### src/design/stbs_pkg.sv
package stbs_pkg;

    localparam int DEFAULT_TABLE_DEPTH = 1024;
    localparam int DEFAULT_VALUE_WIDTH = 32;

    localparam int WORD_W   = 32;
    localparam int INDEX_W  = 10;
    localparam int BOUND_W  = 11;
    localparam int POS_W    = 10;
    localparam int CNT_W    = 4;

    localparam logic [CNT_W-1:0] CNT_MAX = '1;

    localparam logic OP_LOAD   = 1'b0;
    localparam logic OP_SEARCH = 1'b1;

    typedef struct packed {
        logic write_en;
        logic start;
        logic step;
        logic finish;
    } cmd_t;

    typedef struct packed {
        logic empty;
        logic hit;
        logic done;
    } status_t;

endpackage

### src/design/stbs_ctrl.sv
module stbs_ctrl (
    input  logic                clk,
    input  logic                rst_n,
    input  logic                in_valid,
    input  logic                op,
    input  logic                out_stall,
    input  stbs_pkg::status_t   status,
    output stbs_pkg::cmd_t      cmd,
    output logic                in_stall,
    output logic                out_valid
);

    typedef enum logic {
        ST_IDLE,
        ST_PROBE
    } state_t;

    state_t state_reg;
    state_t state_next;
    logic   out_valid_reg;
    logic   out_valid_next;
    logic   out_free;

    assign out_free = !out_valid_reg || !out_stall;

    always_comb
    begin
        state_next     = state_reg;
        out_valid_next = out_valid_reg && out_stall;
        cmd            = '0;
        case (state_reg)
            ST_IDLE:
            begin
                if (in_valid)
                begin
                    if (op == stbs_pkg::OP_SEARCH)
                    begin
                        cmd.start  = 1'b1;
                        state_next = ST_PROBE;
                    end
                    else
                    begin
                        cmd.write_en = 1'b1;
                    end
                end
            end
            ST_PROBE:
            begin
                if (status.done)
                begin
                    if (out_free)
                    begin
                        cmd.finish     = 1'b1;
                        out_valid_next = 1'b1;
                        state_next     = ST_IDLE;
                    end
                end
                else
                begin
                    cmd.step = 1'b1;
                end
            end
            default:
            begin
                state_next = ST_IDLE;
            end
        endcase
    end

    always_ff @(posedge clk or negedge rst_n)
    begin
        if (!rst_n)
        begin
            state_reg     <= ST_IDLE;
            out_valid_reg <= 1'b0;
        end
        else
        begin
            state_reg     <= state_next;
            out_valid_reg <= out_valid_next;
        end
    end

    assign in_stall  = (state_reg != ST_IDLE);
    assign out_valid = out_valid_reg;

endmodule

### config.mk
export PLATFORM = sky130hd
export DESIGN_NAME = stbs_ctrl
export DESIGN_NICKNAME = d
export VERILOG_FILES = /design/src/design/stbs_pkg.sv /design/src/design/stbs_ctrl.sv
export SDC_FILE = /design/constraint.sdc
export NUM_CORES = 1
export LEC_CHECK = 0
export BUFFER_PORTS_ARGS = -buffer_cell sky130_fd_sc_hd__buf_2
export CORE_AREA = 2 2 39 41
export DETAILED_ROUTE_END_ITERATION = 8
export DIE_AREA = 0 0 41 43
export SLEW_MARGIN = 0
export SYNTH_ARGS = -nofsm -noshare
export SYNTH_HDL_FRONTEND = slang
export SYNTH_SLANG_ARGS = --single-unit
### constraint.sdc
create_clock -name clk -period 0.8 [get_ports clk]
set_input_delay 0.16 -clock clk [delete_from_list [all_inputs] [get_ports clk]]
set_output_delay 0.16 -clock clk [all_outputs]
set_load 0.01 [all_outputs]
# Word-level counts from Yosys, hierarchy flattened
# Cells that the tools add are included.
# totals
ff_bits,2
latchBits,0
ram_bits,0
rom_bits,0
in_bits,8
n_memories,0
# classes
addsub,0
mul,0
n_div,0
magnitude_cmp,0
n_eq_ne,0
n_shift,0
n_mux,15
n_bitwise,1
reduce_logical,4
# op_table
op,n
$mux W1,11
$mux W2,3
$logic_not A1 Y1,2
$pmux W1 S2,1
$logic_and A1 B1 Y1,1
$logic_or A1 B1 Y1,1
$not A1 Y1,1

# Logic depth before layout (Yosys ltp)
# Gate-level depths: netlist of the first run.
# logic_depth
ltp_word,5
ltp_mapped,2

# Least setup slack after synthesis of the first run
# Ideal clock, no wire load.
# synth_path
kind,register -> output
startpoint,"reg state_reg, in the netlist in_stall"
endpoint,out cmd[3] (netlist name)
arrival_ps,798
required_ps,640
slack_ps,-158
path_stages_with_launch,2
cell_sequence,dfrtp_1 -> nor3b_1
# synth_lines
item,line_no,source
"start, declared",stbs_ctrl.sv:18,state_t state_reg;
"start signal, assigned",stbs_ctrl.sv:79,state_reg <= state_next;
"end, declared",stbs_ctrl.sv:8,"output stbs_pkg::cmd_t cmd,"

==> results of run 1 <==
-- per-layer routing --
metal | part of all wire [%] | up-vias | track usage (%)
met5 | 0 | - | 0
met4 | 0 | 0 | 6.00
met3 | 20 | 0 | 4.71
met2 | 34 | 14 | 5.63
met1 | 46 | 62 | 5.79
li1 | - | 73 | -
-- critical path, cell delays in order (launching register included) --
cell and delay (ns):
dfrtp_2 0.45, nor3b_4 0.16, buf_2 0.14
-- through the flow --
step | util [%] | setup WS [ns] | setup TNS, ns | instance area, sq um | hold WS [ns]
floorplan | - | -0.0270 | -0.0540 | 120 | -0.136
global placement | 14.1 | -0.100 | -0.302 | 195 | -0.0524
detailed placement | 14.1 | -0.113 | -0.333 | 195 | -0.0498
CTS | 16.7 | -0.372 | -1.71 | 231 | 0.163
global route | 16.7 | -0.422 | -2.05 | 231 | 0.192
finish | 16.7 | -0.354 | -1.62 | 231 | 0.173
-- cells by family after synthesis --
kind of cell       share of synthesized area [%]
and+or+nand+nor                             31.7
AOI/OAI and AO/OA                           19.5
DFF                                         48.8
-- cell type report --
type | count | share of cell area [%]
multi-input combinational | 10 | 29.7
sequential | 2 | 22.2
timing repair buffer | 12 | 28.1
clock buffer | 4 | 11.4
tap | 16 | 8.65
-- worst min-delay path by stage --
stage | end | depth (start not counted) | slack [ns] | from
floorplan | in_stall | 0 | -0.14 | rst_n
global placement | out_valid | 1 | -0.05 | rst_n
detailed placement | out_valid | 1 | -0.05 | rst_n
CTS | in_stall | 2 | 0.16 | status[0]
global route | in_stall | 2 | 0.19 | status[0]
finish | in_stall | 2 | 0.17 | status[0]
-- layout by cell type (no fill, tap or decap), drive strengths merged --
| cell | netlist | final |
|---|---|---|
| dfrtp | 2 | 2 |
| nor3b | 1 | 1 |
| buf | 0 | 11 |
| nor2b | 1 | 1 |
| a31oi | 1 | 1 |
| clkbuf | 0 | 4 |
| dlygate4sd3 | 0 | 1 |
| a21oi | 2 | 2 |
| nor2 | 1 | 1 |
| nand2 | 4 | 4 |
-- timing repair --
action	4_1_cts	5_1_grt
gates resized for setup	0	0
hold buffers	1	0
hold endpoints to repair	2	0
setup endpoints to repair	7	7
buffers inserted	0	0
pin swaps	2	0
-- report_power, final --
group          internal (mW)  leakage (nW)  switching (mW)  total [mW]
Sequential             0.139        0.0228          0.0585       0.198
Combinational         0.0995        0.0791          0.0976       0.197
Clock                  0.186        0.0150          0.0703       0.256
==> results.json, run 1 <==
{
  "htree_levels": 1,
  "finClkSkew_ns": 0.0111,
  "dr.first_iter.drc_count": 2,
  "grt_usage_pct": 5.42,
  "viasPerCell": 3.39,
  "leakage_nw": 0.117,
  "r2r-end": "in_stall",
  "critPathMaxFanout": 7,
  "status": "finished with violations",
  "rsz0062_at_grt": "true",
  "timing.final.ws_setup_ns": -0.354,
  "max-slew-margin-rel_pct": 89.7,
  "layout-drive-gt1-share_pct": 67.9,
  "routedWlPerCell_um": 7.75,
  "start_util_pct": 7.41,
  "gp_routability_congestion": 0.512,
  "insertedDiodeCount": 0,
  "ctsRootBufferMaster": "clkbuf_4",
  "fp.dieW_um": 41,
  "rows": 14,
  "die_h_um": 43,
  "hold_viol_final": 0,
  "fmax_mhz": 867,
  "drc": 0,
  "insertion_delay_ns": 0.23,
  "worstReg2RegStart": "in_stall",
  "antenna_found_initial": 0,
  "cp-endpoint": "cmd[3]",
  "avgSynthCellArea_sq_um": 8.55,
  "setup_viol": 6,
  "yosys-top-cells-area": "dfrtp_1 (49%), nand2_1 (15%), a21oi_2 (8.5%)",
  "core-area_sq_um": 1380,
  "reg2reg_depth": 2,
  "synthCells": 12,
  "r2r_setup_slack_ns": 0,
  "ant_nets": 0,
  "synth-seq-area-share_pct": 48.8,
  "fin_nets": 37,
  "violations": "setup timing",
  "syn_nets": 20,
  "overflow": 0,
  "hp-class": "input pin to flop",
  "clockBufferDepth": 2,
  "cts_tree": "yes",
  "required_ns": 0.64,
  "dp.cells": 39,
  "first_global_vias": 139,
  "crit_type": "flop to primary output",
  "synthFlopType": "dfrtp_1",
  "num_vias": 149,
  "multi_input_area_sq_um": 68.8,
  "yosys_warnings": 0,
  "cap_violations": 0,
  "worst_setup_path_start_kind": "flop",
  "dieArea_sq_um": 1760,
  "fin_cells": 44,
  "areaGrowthSynthToFinish_pct": 126,
  "cts_sinks": 2,
  "netlist_area_sq_um": 103,
  "ff_latch_area_sq_um": 51.3,
  "fin_crit_sh_pct": 144,
  "clk_pin_slew_ns": 0.04,
  "synthArstFlopShare_pct": 100,
  "yosysMostFrequentCell": "nand2_1",
  "power_mw": 0.651,
  "fill_cells": 154,
  "tightest_slew_ns": 0.155,
  "setup.worst_path.start": "in_stall",
  "hpwl_um": 261,
  "io_pins": 14,
  "synth_area_leader_cell": "dfrtp_1",
  "routed_wl_um": 341,
  "synth_top_area_share_pct": 48.8,
  "drv_slew": 0,
  "grt_max_degree": 8,
  "end_kind": "primary output",
  "synth.top_cells.by_count": "nand2_1 (4), dfrtp_1 (2)",
  "grt_first_pass_wirelength_um": 545,
  "fin_crit_ns": 1.15,
  "synth_cell_types": 8,
  "io_buffers": 11,
  "cp.arrival_ns": 0.99,
  "power_density_nw_per_um2": 2810,
  "numCtsBuffers": 3,
  "ir_drop_mv": 0.780,
  "dr.pass1.iters": 4,
  "synth_edf_count": 0,
  "ys_seq_elements": 2
}
(Power assumes the default switching activity.)
==> inputs of run 2 (changes only) <==
--- a/config.mk
+++ b/config.mk
@@ -5,6 +5,7 @@
 export SDC_FILE = /design/constraint.sdc
 export NUM_CORES = 1
 export LEC_CHECK = 0
+export ABC_AREA = 0
 export BUFFER_PORTS_ARGS = -buffer_cell sky130_fd_sc_hd__buf_2
 export CORE_AREA = 2 2 39 41
 export DETAILED_ROUTE_END_ITERATION = 8
==> constraint.sdc (replaced) <==
create_clock -name clk -period 1.4 [get_ports clk]
set_input_delay 0.28 -clock clk [delete_from_list [all_inputs] [get_ports clk]]
set_output_delay 0.28 -clock clk [all_outputs]
set_load 0.01 [all_outputs]
==> run 2 against run 1 <==
Effect of this change:
- clock power shrank 50%
- first-iteration DRC count shrank 50%
- total power shrank 49%
- critical path depth is the same
- sequential cell count is the same
- combinational power shrank 46%
- cell count shrank 2.3%
- the run now ends clean
- via count shrank 1.3%
- critical endpoint unchanged
- wire length shrank 7.9%
- critical path type unchanged
- non-clock buffer count is the same
- setup slack gained 0.48 ns
- design area shrank 9.2%
==> results.json, run 2 (synthesis results as in run 1) <==
{
  "min-delay-start": "status[0]",
  "hold_slack_ns": 0.297,
  "path_cells": "nor3b_1 -> buf_2",
  "setup_viol": 0,
  "slowest_delay_ns": 0.42,
  "ir_drop_mv": 0.305,
  "dieArea_sq_um": 1760,
  "grt_max_degree": 8,
  "leakage_nw": 0.111,
  "antenna_found_initial": 0,
  "ctsRootBufferMaster": "clkbuf_4",
  "r2r_setup_slack_ns": 0.65,
  "htree_levels": 1,
  "r2r-end": "in_stall",
  "start_util_pct": 7.41,
  "grt_usage_pct": 4.42,
  "end_kind": "primary output",
  "overflow": 0,
  "worst_setup_path_start_kind": "flop",
  "clk_pin_slew_ns": 0.03,
  "tightest_slew_ns": 0.176,
  "rsz0062_at_grt": "false",
  "critPathMaxFanout": 7,
  "power_density_nw_per_um2": 1590,
  "grt_first_pass_wirelength_um": 414,
  "numCtsBuffers": 3,
  "die_h_um": 43,
  "io_buffers": 11,
  "cpMaxStageDelayCell": "dfrtp_1",
  "fp.dieW_um": 41,
  "ant_nets": 0,
  "reg2reg_depth": 2,
  "gp_routability_congestion": 0.507,
  "cap_violations": 0,
  "max-slew-margin-rel_pct": 88.3,
  "hp-class": "input pin to flop",
  "status": "complete, no violations",
  "whs_path_depth": 2,
  "placed_cell_area_sq_um": 178,
  "fin_nets": 37,
  "dr.first_iter.drc_count": 1,
  "drc": 0,
  "io_pins": 14,
  "dr.pass1.iters": 2,
  "crit_family": "flip-flops",
  "num_vias": 147,
  "final_cell_mix": "buf_2 (11), nand2_1 (4), clkbuf_4 (3)",
  "cts_sinks": 2,
  "rows": 14,
  "crit_type": "flop to primary output",
  "routed_wl_um": 314,
  "insertion_delay_ns": 0.22,
  "fin_cells": 43,
  "mostFrequentLayoutCell": "buf_2",
  "cp.arrival_ns": 1.00,
  "core-area_sq_um": 1380,
  "min_to": "in_stall",
  "cts_tree": "yes",
  "fin_area_sq_um": 210,
  "worstReg2RegStart": "in_stall",
  "hold_viol_final": 0,
  "insertedDiodeCount": 0,
  "required_ns": 1.12,
  "fmax_mhz": 782,
  "path_buf_inv": 1,
  "fin_setup_tns_ns": 0,
  "fin_crit_sh_pct": 91.3,
  "finClkSkew_ns": 0.000589,
  "cts-resized-gates": 0,
  "drv_slew": 0,
  "fin_crit_ns": 1.28,
  "routedWlPerCell_um": 7.30,
  "areaGrowthSynthToFinish_pct": 105,
  "dp.cells": 39,
  "viasPerCell": 3.42,
  "first_global_vias": 125,
  "clockBufferDepth": 2,
  "layout-drive-gt1-share_pct": 55.6
}
-- run 2: final cells by class --
| class | count | area (sq um) |
|---|---|---|
| Timing Repair Buffer | 12 | 65.1 |
| Sequential cell | 2 | 50.0 |
| Multi-Input combinational cell | 10 | 52.6 |
| Clock buffer | 3 | 22.5 |
| Tap cell | 16 | 20.0 |
| Fill cell | 158 | 1170 |
-- run 2: repair_timing --
action / CTS / global route
endpoints found under the hold margin: 2 / 0
buffers inserted: 0 / 0
hold buffers: 1 / 0
-- run 2: worst register-to-register path, stage by stage, from the launching register on --
cell     delay (ns)
dfrtp_1        0.42
a21oi_1        0.13
a31oi_1        0.06
-- run 2: where the power goes --
| part | switching, mW | internal, mW | total [mW] |
|---|---|---|---|
| logic | 0.0552 | 0.0505 | 0.106 |
| clock network | 0.0330 | 0.0946 | 0.128 |
| registers | 0.0234 | 0.0774 | 0.101 |
-- run 2: how the worst max path moves through the flow --
stage              from      to  slack [ns]  depth (start not counted)
2_1_floorplan  in_stall  cmd[3]        0.32                          1
3_3_place_gp   in_stall  cmd[3]        0.36                          2
3_5_place_dp   in_stall  cmd[0]        0.36                          3
4_1_cts        in_stall  cmd[3]        0.11                          2
5_1_grt        in_stall  cmd[3]        0.02                          2
6_report       in_stall  cmd[3]        0.12                          2
-- run 2: routing by layer --
| metal | wire, um | track usage [%] |
|---|---|---|
| met1 | 127 | 3.87 |
| met2 | 127 | 4.38 |
| met5 | 0 | 0 |
| met3 | 59 | 4.71 |
| met4 | 0 | 6.00 |
-- run 2: metrics by stage --
step | utilization [%] | power [mW] | setup slack, ns
after floorplan | - | 0.153 | 0.322
after global placement | 12.8 | 0.206 | 0.361
after detailed placement | 12.8 | 0.207 | 0.362
after CTS | 15.2 | 0.347 | 0.110
after global routing | 15.2 | 0.369 | 0.0245
final | 15.2 | 0.334 | 0.122
==> inputs of run 3 (changes only) <==
--- a/config.mk
+++ b/config.mk
@@ -10,6 +10,7 @@
 export CORE_AREA = 2 2 39 41
 export DETAILED_ROUTE_END_ITERATION = 8
 export DIE_AREA = 0 0 41 43
+export PLACE_DENSITY = 0.39
 export SLEW_MARGIN = 0
 export SYNTH_ARGS = -nofsm -noshare
 export SYNTH_HDL_FRONTEND = slang
==> run 3 against run 2 <==
Effect of this change:
- setup slack worse by 0.024 ns
- critical path type unchanged
- clock power about the same
- register-to-register slack hardly changed
- wire length is 18% higher
- sequential cell count is the same
- fmax fell by 1.8%
- combinational power is essentially flat
- largest power group unchanged
==> results.json, run 3 (synthesis results as in run 1) <==
{
  "status": "complete, no violations",
  "setup_viol": 0,
  "p_int_mw": 0.222,
  "insertedDiodeCount": 0,
  "hp-class": "input pin to flop",
  "dieArea_sq_um": 1760,
  "clk_pin_slew_ns": 0.03,
  "antenna_found_initial": 0,
  "routed_wl_um": 370,
  "insertion_delay_ns": 0.22,
  "io_pins": 14,
  "fmax_mhz": 768,
  "numCtsBuffers": 3,
  "critPathMaxFanout": 7,
  "gp_routability_congestion": 0.570,
  "hold_slack_ns": 0.291,
  "hpwl_um": 291,
  "die_h_um": 43,
  "seq_power_share_pct": 30.5,
  "ant_nets": 0,
  "first_global_vias": 116,
  "cts_tree": "yes",
  "max-slew-margin-rel_pct": 87.8,
  "clockBufferDepth": 2,
  "rsz0062_at_grt": "false",
  "p_clk_share_pct": 37.8,
  "fin_nets": 37,
  "grt_usage_pct": 5.02,
  "routedWlPerCell_um": 8.60,
  "drv_slew": 0,
  "num_vias": 144,
  "core-area_sq_um": 1380,
  "cap_violations": 0,
  "layout-drive-gt1-share_pct": 55.6,
  "combPwrFrac_pct": 31.7,
  "final_cell_mix": "buf_2 (11), nand2_1 (4), clkbuf_4 (3)",
  "mostFrequentLayoutCell": "buf_2",
  "fin_crit_sh_pct": 93.0,
  "areaGrowthSynthToFinish_pct": 105,
  "leakage_nw": 0.111,
  "power_density_nw_per_um2": 1590,
  "cts_sinks": 2,
  "tightest_slew_ns": 0.183,
  "dr.first_iter.drc_count": 16,
  "drc": 0,
  "start_util_pct": 7.41,
  "crit_type": "flop to primary output",
  "cts-resized-gates": 0,
  "fin_setup_tns_ns": 0,
  "end_kind": "primary output",
  "dr.pass1.iters": 4,
  "fin_crit_ns": 1.30,
  "finClkSkew_ns": 0.00401,
  "htree_levels": 1,
  "worst_setup_path_start_kind": "flop",
  "required_ns": 1.12,
  "io_buffers": 11,
  "rows": 14,
  "fp.dieW_um": 41,
  "viasPerCell": 3.35,
  "grt_first_pass_wirelength_um": 503,
  "hold_viol_final": 0,
  "p_switching_mw": 0.111,
  "ctsRootBufferMaster": "clkbuf_4",
  "cp.arrival_ns": 1.02,
  "overflow": 0,
  "ir_drop_mv": 0.284,
  "power.share.switching_pct": 33.4,
  "grt_max_degree": 8
}
run 3: repair_timing:
item / CTS / global route
setup buffers: 0 / 0
hold buffers: 1 / 0
setup endpoints to repair: 0 / 0
endpoints found under the hold margin: 2 / 0
run 3: routing by layer:
metal / share of wire, % / GRT usage (%) / vias up
met2: 24 / 3.44 / 17
met4: 0 / 4.00 / 0
li1: - / - / 72
met1: 51 / 6.73 / 55
met5: 0 / 0 / -
met3: 25 / 6.28 / 0
run 3: path summary, 6_finish.rpt:
kind | from | end | slack [ns] | cells past startpoint
max | in_stall | cmd[3] | 0.1 | 2
min | status[0] | in_stall | 0.29 | 2
max reg2reg | in_stall | out_valid | 0.66 | 2
min reg2reg | out_valid | out_valid | 0.55 | 2
max in group asynchronous | rst_n | out_valid | 0.92 | 2
min in group asynchronous | rst_n | in_stall | 0.38 | 2
run 3: worst max-delay path, cell delays in order, from the launching register on:
cell and delay, ns:
dfrtp_1 0.42, nor3b_1 0.22, buf_2 0.16
run 3: final cells by class:
cell class	instances	area (sq um)
Sequential cell	2	50.0
Fill cell	155	1170
Tap cell	16	20.0
Clock buffer	3	22.5
Timing Repair Buffer	12	65.1
Multi-Input combinational cell	10	52.6
run 3: power groups by stage:
stage          clock, mW  combinational [mW]  sequential (mW)
2_1_floorplan          0              0.0442            0.109
3_3_place_gp           0               0.105            0.102
3_5_place_dp           0               0.104            0.103
4_1_cts            0.135               0.107            0.102
5_1_grt            0.140               0.121            0.106
6_report           0.126               0.106            0.102
run 3: metrics by stage:
stage | total power, mW | cell area (sq um) | std cells | setup WS [ns] | util [%]
finish | 0.334 | 210 | 43 | 0.0978 | 15.2
global route | 0.367 | 210 | 43 | 0.0110 | 15.2
CTS | 0.343 | 210 | 43 | 0.0699 | 15.2
detailed placement | 0.207 | 178 | 39 | 0.324 | 12.8
global placement | 0.207 | 178 | 39 | 0.348 | 12.8
floorplan | 0.153 | 103 | 12 | 0.322 | -
